`src/sv/csvfs_pkg.sv`:
```
// Package for the CSV field splitter: byte width, special bytes, the
// front-to-back command word and the back-end state type.
// No dependencies.
package csvfs_pkg;

  localparam int BYTE_W        = 8;
  localparam int FIELD_DEPTH_D = 32;
  localparam int CMDQ_DEPTH    = 4;

  localparam logic [BYTE_W-1:0] QUOTE_BYTE    = 8'h22;
  localparam logic [BYTE_W-1:0] DEFAULT_DELIM = 8'h2C;

  typedef enum logic [1:0] {
    CMD_STORE,
    CMD_FIELD_END,
    CMD_LINE_END
  } cmd_kind_t;

  typedef struct packed {
    cmd_kind_t         kind;
    logic [BYTE_W-1:0] data;
  } cmd_t;

  typedef enum logic [1:0] {
    BK_IDLE,
    BK_READ,
    BK_SEND,
    BK_EMPTY
  } back_state_t;

  // C whitespace: tab, newline, vertical tab, form feed, carriage return, space
  function automatic logic is_space(input logic [BYTE_W-1:0] b);
    return ((b >= 8'd9) && (b <= 8'd13)) || (b == 8'd32);
  endfunction

endpackage

```
`src/sv/csvfs_ifs.sv`:
```
// Valid/ready channel interfaces for the CSV field splitter: text in,
// field bytes out. Depends on csvfs_pkg.
interface csvfs_text_if import csvfs_pkg::*; ();
  logic              valid;
  logic              ready;
  logic [BYTE_W-1:0] text_byte;
  logic              line_end;

  modport source (output valid, output text_byte, output line_end, input ready);
  modport sink   (input valid, input text_byte, input line_end, output ready);
endinterface

interface csvfs_field_if import csvfs_pkg::*; ();
  logic              valid;
  logic              ready;
  logic [BYTE_W-1:0] field_byte;
  logic              byte_valid;
  logic              field_last;
  logic              line_last;
  logic              field_overflow;

  modport source (output valid, output field_byte, output byte_valid, output field_last,
                  output line_last, output field_overflow, input ready);
  modport sink   (input valid, input field_byte, input byte_valid, input field_last,
                  input line_last, input field_overflow, output ready);
endinterface

```
`src/sv/csvfs_front.sv`:
```
// Front end: accepts text words, tracks quoting and turns each word into
// at most one command for the back end. Depends on csvfs_pkg.
module csvfs_front import csvfs_pkg::*; (
  input  logic              clk,
  input  logic              rst,
  input  logic              cfg_we,
  input  logic [BYTE_W-1:0] cfg_wdata,
  input  logic              in_valid,
  output logic              in_ready,
  input  logic [BYTE_W-1:0] in_byte,
  input  logic              in_line_end,
  output logic              cmd_valid,
  input  logic              cmd_ready,
  output cmd_t              cmd
);

  logic [BYTE_W-1:0] delimiter;
  logic              quoted_mode, quoted_mode_next;
  logic              quote_pending, quote_pending_next;
  logic              line_nonempty, line_nonempty_next;
  logic              has_cmd;
  logic              quoted_eff;
  logic              accept;

  assign in_ready = cmd_ready;
  assign accept   = in_valid && in_ready;

  always_comb begin
    quoted_mode_next   = quoted_mode;
    quote_pending_next = quote_pending;
    line_nonempty_next = line_nonempty;
    has_cmd            = 1'b0;
    cmd.kind           = CMD_STORE;
    cmd.data           = in_byte;
    quoted_eff         = quoted_mode;
    if (in_line_end) begin
      if (line_nonempty) begin
        has_cmd  = 1'b1;
        cmd.kind = CMD_LINE_END;
      end
      quoted_mode_next   = 1'b0;
      quote_pending_next = 1'b0;
      line_nonempty_next = 1'b0;
    end else begin
      line_nonempty_next = 1'b1;
      if (quote_pending && (in_byte == QUOTE_BYTE)) begin
        // doubled quote: store one literal quote, stay quoted
        quote_pending_next = 1'b0;
        has_cmd            = 1'b1;
      end else begin
        if (quote_pending) begin
          quote_pending_next = 1'b0;
          quoted_eff         = 1'b0;
        end
        quoted_mode_next = quoted_eff;
        if (in_byte == QUOTE_BYTE) begin
          if (quoted_eff) begin
            quote_pending_next = 1'b1;
          end else begin
            quoted_mode_next = 1'b1;
          end
        end else if ((in_byte == delimiter) && !quoted_eff) begin
          has_cmd  = 1'b1;
          cmd.kind = CMD_FIELD_END;
        end else begin
          has_cmd = 1'b1;
        end
      end
    end
  end

  assign cmd_valid = accept && has_cmd;

  always_ff @(posedge clk) begin
    if (rst) begin
      delimiter     <= DEFAULT_DELIM;
      quoted_mode   <= 1'b0;
      quote_pending <= 1'b0;
      line_nonempty <= 1'b0;
    end else begin
      if (cfg_we) begin
        delimiter <= cfg_wdata;
      end
      if (accept) begin
        quoted_mode   <= quoted_mode_next;
        quote_pending <= quote_pending_next;
        line_nonempty <= line_nonempty_next;
      end
    end
  end

endmodule

```
`src/sv/csvfs_cmd_fifo.sv`:
```
// Short command queue between the front and back ends.
// Depends on csvfs_pkg.
module csvfs_cmd_fifo import csvfs_pkg::*; #(
  parameter int DEPTH = CMDQ_DEPTH
) (
  input  logic clk,
  input  logic rst,
  input  logic push,
  output logic not_full,
  input  cmd_t push_cmd,
  input  logic pop,
  output logic not_empty,
  output cmd_t head_cmd
);

  localparam int PTR_W = (DEPTH > 1) ? $clog2(DEPTH) : 1;
  localparam int CNT_W = $clog2(DEPTH + 1);

  cmd_t             slots [DEPTH];
  logic [PTR_W-1:0] wr_ptr, rd_ptr;
  logic [CNT_W-1:0] count;

  assign not_full  = (count != CNT_W'(DEPTH));
  assign not_empty = (count != '0);
  assign head_cmd  = slots[rd_ptr];

  always_ff @(posedge clk) begin
    if (push) begin
      slots[wr_ptr] <= push_cmd;
    end
  end

  always_ff @(posedge clk) begin
    if (rst) begin
      wr_ptr <= '0;
      rd_ptr <= '0;
      count  <= '0;
    end else begin
      if (push) begin
        wr_ptr <= (wr_ptr == PTR_W'(DEPTH - 1)) ? '0 : wr_ptr + 1'b1;
      end
      if (pop) begin
        rd_ptr <= (rd_ptr == PTR_W'(DEPTH - 1)) ? '0 : rd_ptr + 1'b1;
      end
      if (push && !pop) begin
        count <= count + 1'b1;
      end else if (pop && !push) begin
        count <= count - 1'b1;
      end
    end
  end

endmodule

```
`src/sv/csvfs_back.sv`:
```
// Back end: stores field bytes, tracks the trimmed span and replays it
// through the output register. Depends on csvfs_pkg.
module csvfs_back import csvfs_pkg::*; #(
  parameter int FIELD_DEPTH = FIELD_DEPTH_D
) (
  input  logic               clk,
  input  logic               rst,
  input  logic               cmd_valid,
  output logic               cmd_pop,
  input  cmd_t               cmd,
  csvfs_field_if.source      fields
);

  localparam int IDX_W = $clog2(FIELD_DEPTH);
  localparam int CNT_W = $clog2(FIELD_DEPTH + 1);

  logic [BYTE_W-1:0] field_store [FIELD_DEPTH];
  logic [BYTE_W-1:0] rd_data;

  back_state_t       state, state_next;
  logic [CNT_W-1:0]  fill_count;
  logic [IDX_W-1:0]  first_idx, last_idx, rd_idx;
  logic              content_seen, overflow_flag, line_flag;
  logic              out_valid, out_free, load, fin, store_ok, do_store;

  assign out_free = !out_valid || fields.ready;
  assign fin      = (rd_idx == last_idx);
  assign store_ok = (fill_count < CNT_W'(FIELD_DEPTH));
  assign do_store = cmd_pop && (cmd.kind == CMD_STORE);

  always_comb begin
    state_next = state;
    cmd_pop    = 1'b0;
    load       = 1'b0;
    case (state)
      BK_IDLE: begin
        if (cmd_valid) begin
          cmd_pop = 1'b1;
          if (cmd.kind != CMD_STORE) begin
            state_next = content_seen ? BK_READ : BK_EMPTY;
          end
        end
      end
      BK_READ: state_next = BK_SEND;
      BK_SEND: begin
        if (out_free) begin
          load       = 1'b1;
          state_next = fin ? BK_IDLE : BK_READ;
        end
      end
      BK_EMPTY: begin
        if (out_free) begin
          load       = 1'b1;
          state_next = BK_IDLE;
        end
      end
      default: state_next = BK_IDLE;
    endcase
  end

  // Field store: one write port, one registered read port
  always_ff @(posedge clk) begin
    if (do_store && store_ok) begin
      field_store[fill_count[IDX_W-1:0]] <= cmd.data;
    end
    rd_data <= field_store[rd_idx];
  end

  always_ff @(posedge clk) begin
    if (rst) begin
      state         <= BK_IDLE;
      fill_count    <= '0;
      first_idx     <= '0;
      last_idx      <= '0;
      content_seen  <= 1'b0;
      overflow_flag <= 1'b0;
      line_flag     <= 1'b0;
      rd_idx        <= '0;
      out_valid     <= 1'b0;
    end else begin
      state <= state_next;
      if (do_store) begin
        if (store_ok) begin
          if (!is_space(cmd.data)) begin
            if (!content_seen) begin
              first_idx    <= fill_count[IDX_W-1:0];
              content_seen <= 1'b1;
            end
            last_idx <= fill_count[IDX_W-1:0];
          end
          fill_count <= fill_count + 1'b1;
        end else begin
          overflow_flag <= 1'b1;
        end
      end else if (cmd_pop) begin
        line_flag <= (cmd.kind == CMD_LINE_END);
        rd_idx    <= first_idx;
      end
      if (load && (state == BK_SEND) && !fin) begin
        rd_idx <= rd_idx + 1'b1;
      end
      if (load) begin
        out_valid <= 1'b1;
        if ((state == BK_EMPTY) || fin) begin
          fill_count    <= '0;
          first_idx     <= '0;
          last_idx      <= '0;
          content_seen  <= 1'b0;
          overflow_flag <= 1'b0;
        end
      end else if (fields.ready) begin
        out_valid <= 1'b0;
      end
    end
  end

  always_ff @(posedge clk) begin
    if (load) begin
      fields.field_overflow <= overflow_flag;
      if (state == BK_EMPTY) begin
        fields.field_byte <= '0;
        fields.byte_valid <= 1'b0;
        fields.field_last <= 1'b1;
        fields.line_last  <= line_flag;
      end else begin
        fields.field_byte <= rd_data;
        fields.byte_valid <= 1'b1;
        fields.field_last <= fin;
        fields.line_last  <= fin && line_flag;
      end
    end
  end

  assign fields.valid = out_valid;

endmodule

```
`src/sv/csv_field_splitter.sv`:
```
// Top level of the CSV field splitter: front end, command queue, back end.
// Depends on csvfs_pkg, csvfs_ifs, csvfs_front, csvfs_cmd_fifo, csvfs_back.
//
//   channel   dir  handshake          payload
//   text      in   valid / ready      text_byte[7:0], line_end
//   fields    out  valid / ready      field_byte[7:0], byte_valid, field_last,
//                                     line_last, field_overflow
//   cfg       in   cfg_we             cfg_wdata[7:0] = delimiter byte
//
// Flow: the front takes one text word per cycle while the command queue has
// room. The back pops stored bytes and field ends from the queue only while
// idle, then replays each trimmed byte as a registered store read followed
// by an output load, waiting while the output register is full; a field
// that trims to nothing gives one empty field word.
// Reset: synchronous, active high; clears quoting state, counters and the
// queue, and sets the delimiter to a comma. The field store is not cleared.
// Stalls: the output register holds a word until taken; the back end waits on
// it while the queue keeps absorbing input, and the front stalls only when
// the queue is full.
module csv_field_splitter import csvfs_pkg::*; #(
  parameter int FIELD_DEPTH = FIELD_DEPTH_D
) (
  input  logic              clk,
  input  logic              rst,
  input  logic              cfg_we,
  input  logic [BYTE_W-1:0] cfg_wdata,
  csvfs_text_if.sink        text,
  csvfs_field_if.source     fields
);

  // front to queue
  logic push_valid, q_not_full;
  cmd_t push_cmd;
  // queue to back
  logic q_not_empty, q_pop;
  cmd_t head_cmd;

  // Classify each word: store a byte, end a field or end a line
  csvfs_front u_front (
    .clk         (clk),
    .rst         (rst),
    .cfg_we      (cfg_we),
    .cfg_wdata   (cfg_wdata),
    .in_valid    (text.valid),
    .in_ready    (text.ready),
    .in_byte     (text.text_byte),
    .in_line_end (text.line_end),
    .cmd_valid   (push_valid),
    .cmd_ready   (q_not_full),
    .cmd         (push_cmd)
  );

  // Decouple the two sides so each may stall on its own
  csvfs_cmd_fifo #(
    .DEPTH (CMDQ_DEPTH)
  ) u_cmd_fifo (
    .clk       (clk),
    .rst       (rst),
    .push      (push_valid),
    .not_full  (q_not_full),
    .push_cmd  (push_cmd),
    .pop       (q_pop),
    .not_empty (q_not_empty),
    .head_cmd  (head_cmd)
  );

  // Store, trim and replay fields
  csvfs_back #(
    .FIELD_DEPTH (FIELD_DEPTH)
  ) u_back (
    .clk       (clk),
    .rst       (rst),
    .cmd_valid (q_not_empty),
    .cmd_pop   (q_pop),
    .cmd       (head_cmd),
    .fields    (fields)
  );

endmodule

```
`src/flat_wrapper.sv`:
```
// flat-port wrapper written by rule: the top's interface ports become plain ports
module csv_field_splitter_flat import csvfs_pkg::*;
#(
  parameter int FIELD_DEPTH = FIELD_DEPTH_D
)
  (clk, rst, cfg_we, cfg_wdata, text_valid, text_text_byte, text_line_end, text_ready, fields_valid, fields_field_byte, fields_byte_valid, fields_field_last, fields_line_last, fields_field_overflow, fields_ready);
  csvfs_text_if text_i ();
  csvfs_field_if fields_i ();
  input  logic clk;
  input  logic rst;
  input  logic cfg_we;
  input  logic [BYTE_W-1:0] cfg_wdata;
  input wire logic [$bits(text_i.valid)-1:0] text_valid;
  input wire logic [$bits(text_i.text_byte)-1:0] text_text_byte;
  input wire logic [$bits(text_i.line_end)-1:0] text_line_end;
  output wire logic [$bits(text_i.ready)-1:0] text_ready;
  output wire logic [$bits(fields_i.valid)-1:0] fields_valid;
  output wire logic [$bits(fields_i.field_byte)-1:0] fields_field_byte;
  output wire logic [$bits(fields_i.byte_valid)-1:0] fields_byte_valid;
  output wire logic [$bits(fields_i.field_last)-1:0] fields_field_last;
  output wire logic [$bits(fields_i.line_last)-1:0] fields_line_last;
  output wire logic [$bits(fields_i.field_overflow)-1:0] fields_field_overflow;
  input wire logic [$bits(fields_i.ready)-1:0] fields_ready;
  assign text_i.valid = text_valid;
  assign text_i.text_byte = text_text_byte;
  assign text_i.line_end = text_line_end;
  assign text_ready = text_i.ready;
  assign fields_valid = fields_i.valid;
  assign fields_field_byte = fields_i.field_byte;
  assign fields_byte_valid = fields_i.byte_valid;
  assign fields_field_last = fields_i.field_last;
  assign fields_line_last = fields_i.line_last;
  assign fields_field_overflow = fields_i.field_overflow;
  assign fields_i.ready = fields_ready;
  csv_field_splitter #(.FIELD_DEPTH(FIELD_DEPTH)) u_core (.clk(clk), .rst(rst), .cfg_we(cfg_we), .cfg_wdata(cfg_wdata), .text(text_i), .fields(fields_i));
endmodule
```
`config.mk`:
```
export PLATFORM = sky130hd
export DESIGN_NAME = csv_field_splitter_flat
export DESIGN_NICKNAME = d
export VERILOG_FILES = /design/src/sv/csvfs_pkg.sv /design/src/sv/csvfs_ifs.sv /design/src/sv/csvfs_front.sv /design/src/sv/csvfs_cmd_fifo.sv /design/src/sv/csvfs_back.sv /design/src/sv/csv_field_splitter.sv /design/src/flat_wrapper.sv
export SDC_FILE = /design/constraint.sdc
export NUM_CORES = 1
export LEC_CHECK = 0
export ABC_AREA = 1
export BUFFER_PORTS_ARGS = -buffer_cell sky130_fd_sc_hd__buf_2
export CORE_MARGIN = 2
export CORE_UTILIZATION = 45
export DETAILED_ROUTE_END_ITERATION = 6
export GPL_TIMING_DRIVEN = 0
export SLEW_MARGIN = 10
export SYNTH_ARGS = -nofsm -noshare
export SYNTH_HDL_FRONTEND = slang
export SYNTH_SLANG_ARGS = --single-unit
```
`constraint.sdc`:
```
create_clock -name clk -period 5.4 [get_ports clk]
set_clock_uncertainty 0.1 [all_clocks]
set_input_delay 0.27 -clock clk [delete_from_list [all_inputs] [get_ports clk]]
set_output_delay 0.27 -clock clk [all_outputs]
set_load 0.02 [all_outputs]
```
==> results.ini <==
[place]
placed_area_mm2 = 0.0155
gp_congestion = 0.871
dp_hpwl_um = 25400
port_buffers = 33

[setup_path]
crit_top_cell = nand2_1
crit_path_start_kind = flip-flop
critPathBufInv = 2
end_kind = flip-flop
crit_chain = buf_2 > nand3_1 > nand2_1 > nand2_2 > nor2_4 > nand2_4 > clkinv_2 > nand2_1 > nor2_1
critical_path_class = reg -> reg
cp_top_family = simple AND/OR/NAND/NOR gates
cp.arrival_ns = 3.08
crit_required_ns = 5.45
path_max_fanout = 10
critPathSlowestCell = nor2_1
critPathMaxStageDelay_ns = 0.83

[die]
dieArea_mm2 = 0.0343
fp.dieW_um = 185
chipHeight_um = 185
start_util_pct = 45.5
core_area_mm2 = 0.0325
ios = 36
rows = 66

[routing]
drt-total-wl_um = 38200
first_pass_iters = 6
viasPerCell = 5.43
route.antenna.remaining_nets = 0
wl_per_cell_um = 20.5
vias = 10100
drc = 0
drtIter0Drc = 1010

[outcome]
outcome = finished clean

[grt]
grt.total_usage_pct = 22.7
grt_first_pass_wirelength_um = 57400
grt_pass1_vias = 9557
grt-ovfl-total = 0
grt_max_degree = 35
antenna_found_initial = 0

[synthesis]
yosys_warnings = 0
synth_edf_count = 308
yosys_most_used_dff = edfxtp_1
seq_area_frac_synth_pct = 70.1
yosysTopAreaCell = edfxtp_1
synthesis.instances = 1295
synth_top_cell_area_share_pct = 62.6
synth-async-reset-ratio_pct = 0
ys_top_cells_by_area = edfxtp_1 63%, dfxtp_1 7.5%, nor2_1 6.3%
synth-seq-cells = 363
synth_cell_types = 38
avgSynthCellArea_um2 = 11.4
netlist_area_mm2 = 0.0148
synth_nets = 1329

[timing]
setup_viol = 0
timing.final.crit_share_pct = 56.3
tns_ns = 0
rsz0062_at_grt = no
holdWs_ns = 0.0132
max_clock_freq_mhz = 329
finalHoldViolCount = 0
slew_headroom_pct = 15.4
maxSlewViolCount = 0
worst_pin_slew_ns = 1.26
fin_crit_ns = 3.04

[clock_tree]
cts_sinks = 363
cts_buffer_depth = 3
worst_skew_pair.late_latency_ns = 0.53
h-tree-depth = 2
cts_made_buffers = 38
tritoncts = done
clkTransAtPathRegs_ns = 0.06
clockRootBuffer = clkbuf_16

[pwr]
p_leak_nw = 6.00
finalPower_w = 0.00921
powerDensity_mw_per_mm2 = 542
ir_worst_vdd_mv = 0.474

[job]
cap_violations = 0

[layout]
syn_to_final_growth_pct = 15.2
nets = 1423
final_common_cell = edfxtp_1
n_antenna_cell = 0
final_area_mm2 = 0.0170
final_util_pct = 52.4
drive_gt1_share_pct = 10.2
mostFrequentLayoutCells = 308 x edfxtp_1, 247 x nor2_1, 158 x nand2_1

[hold_path]
hold_class = in -> reg

-- area by class of cell --
cell class | count | area [µm²]
Clock buffer | 50 | 1050
Multi-Input combinational cell | 791 | 3830
Clock inverter | 19 | 243
Fill cell | 2824 | 15400
Sequential cell | 363 | 10300
Buffer | 64 | 314
Inverter | 77 | 290
Timing Repair Buffer | 54 | 382
Tap cell | 442 | 553
-- sequential cells by signal (all words and copies together) (netlist names), 2 cells and up, named ones only --
register,cells
u_core.u_back.first_idx,5
u_core.u_cmd_fifo.count,3
u_core.u_back.rd_data,8
u_core.u_cmd_fifo.rd_ptr,2
u_core.u_back.state,2
u_core.u_cmd_fifo.wr_ptr,2
u_core.u_back.last_idx,5
u_core.u_cmd_fifo.slots,40
u_core.u_front.delimiter,8
u_core.u_back.rd_idx,5
u_core.u_back.field_store,256
u_core.u_back.fill_count,6
u_core.u_back.fields.field_byte,8
-- metal layers --
layer	vias up	global-route usage (%)	wire, µm
met3	72	4.56	3000
met1	4902	31.9	16700
met2	387	35.6	17400
met5	-	0	0
met4	0	7.43	1070
li1	4748	-	-
-- path summary, 6_finish.rpt --
check / from / to / slack [ns] / cells after the start
max: flip-flop / u_core.u_back.field_store[16][3]$_DFFE_PP_ / 2.36 / 9
min: cfg_we / u_core.u_front.delimiter[2]$_SDFFE_PP1P_ / 0.01 / 3
max reg2reg: flip-flop / u_core.u_back.field_store[16][3]$_DFFE_PP_ / 2.36 / 9
min reg2reg: u_core.u_back.overflow_flag$_SDFF_PP0_ / u_core.u_back.fields.field_overflow$_DFFE_PP_ / 0.34 / 0
-- per-stage QoR --
stage,worst slack [ns],cells
6_report,2.36,1860
5_1_grt,2.12,1860
4_1_cts,2.31,1860
3_5_place_dp,2.32,1772
3_3_place_gp,2.04,1770
2_1_floorplan,3.04,1295
-- power breakdown --
part | total [W] | internal, W | switching, W
registers | 0.00382 | 0.00372 | 0.000107
clock network | 0.00270 | 0.00162 | 0.00108
logic | 0.00269 | 0.000659 | 0.00203
total | 0.00921 | 0.00599 | 0.00322
-- synth_stat cells (8+ instances only) --
cell	instances
clkbuf_1	35
nand4_1	8
nand2_1	158
edfxtp_1	308
o22ai_1	37
buf_2	20
nand3_1	65
xor2_1	12
ha_1	11
o211ai_1	26
dfxtp_1	55
a21oi_1	37
nor2_1	248
o21ai_0	155
inv_2	8
inv_1	66
-- what timing repair did --
item | in CTS | in global routing
endpoints found under the hold margin | 42 | 0
hold buffers | 19 | 0
resized for setup | 0 | 0
buffers inserted | 0 | 0
-- tightest hold or removal path: cells and delay by family --
kind	cells	cell delay (ns)
simple gates	2	0.15
buf+inv	1	0.16
-- kinds of logic (layout without fill, tap and decap cells) --
logic type,Yosys count,in the layout,share of synthesized area (%)
compound gates,269,269,10.1
xor+xnor,13,13,0.771
fa+ha+maj,12,12,1.07
buf+inv,141,264,4.09
flops,363,363,70.1
simple gates,497,497,13.8
No activity file was read; power rests on OpenSTA's default activity.
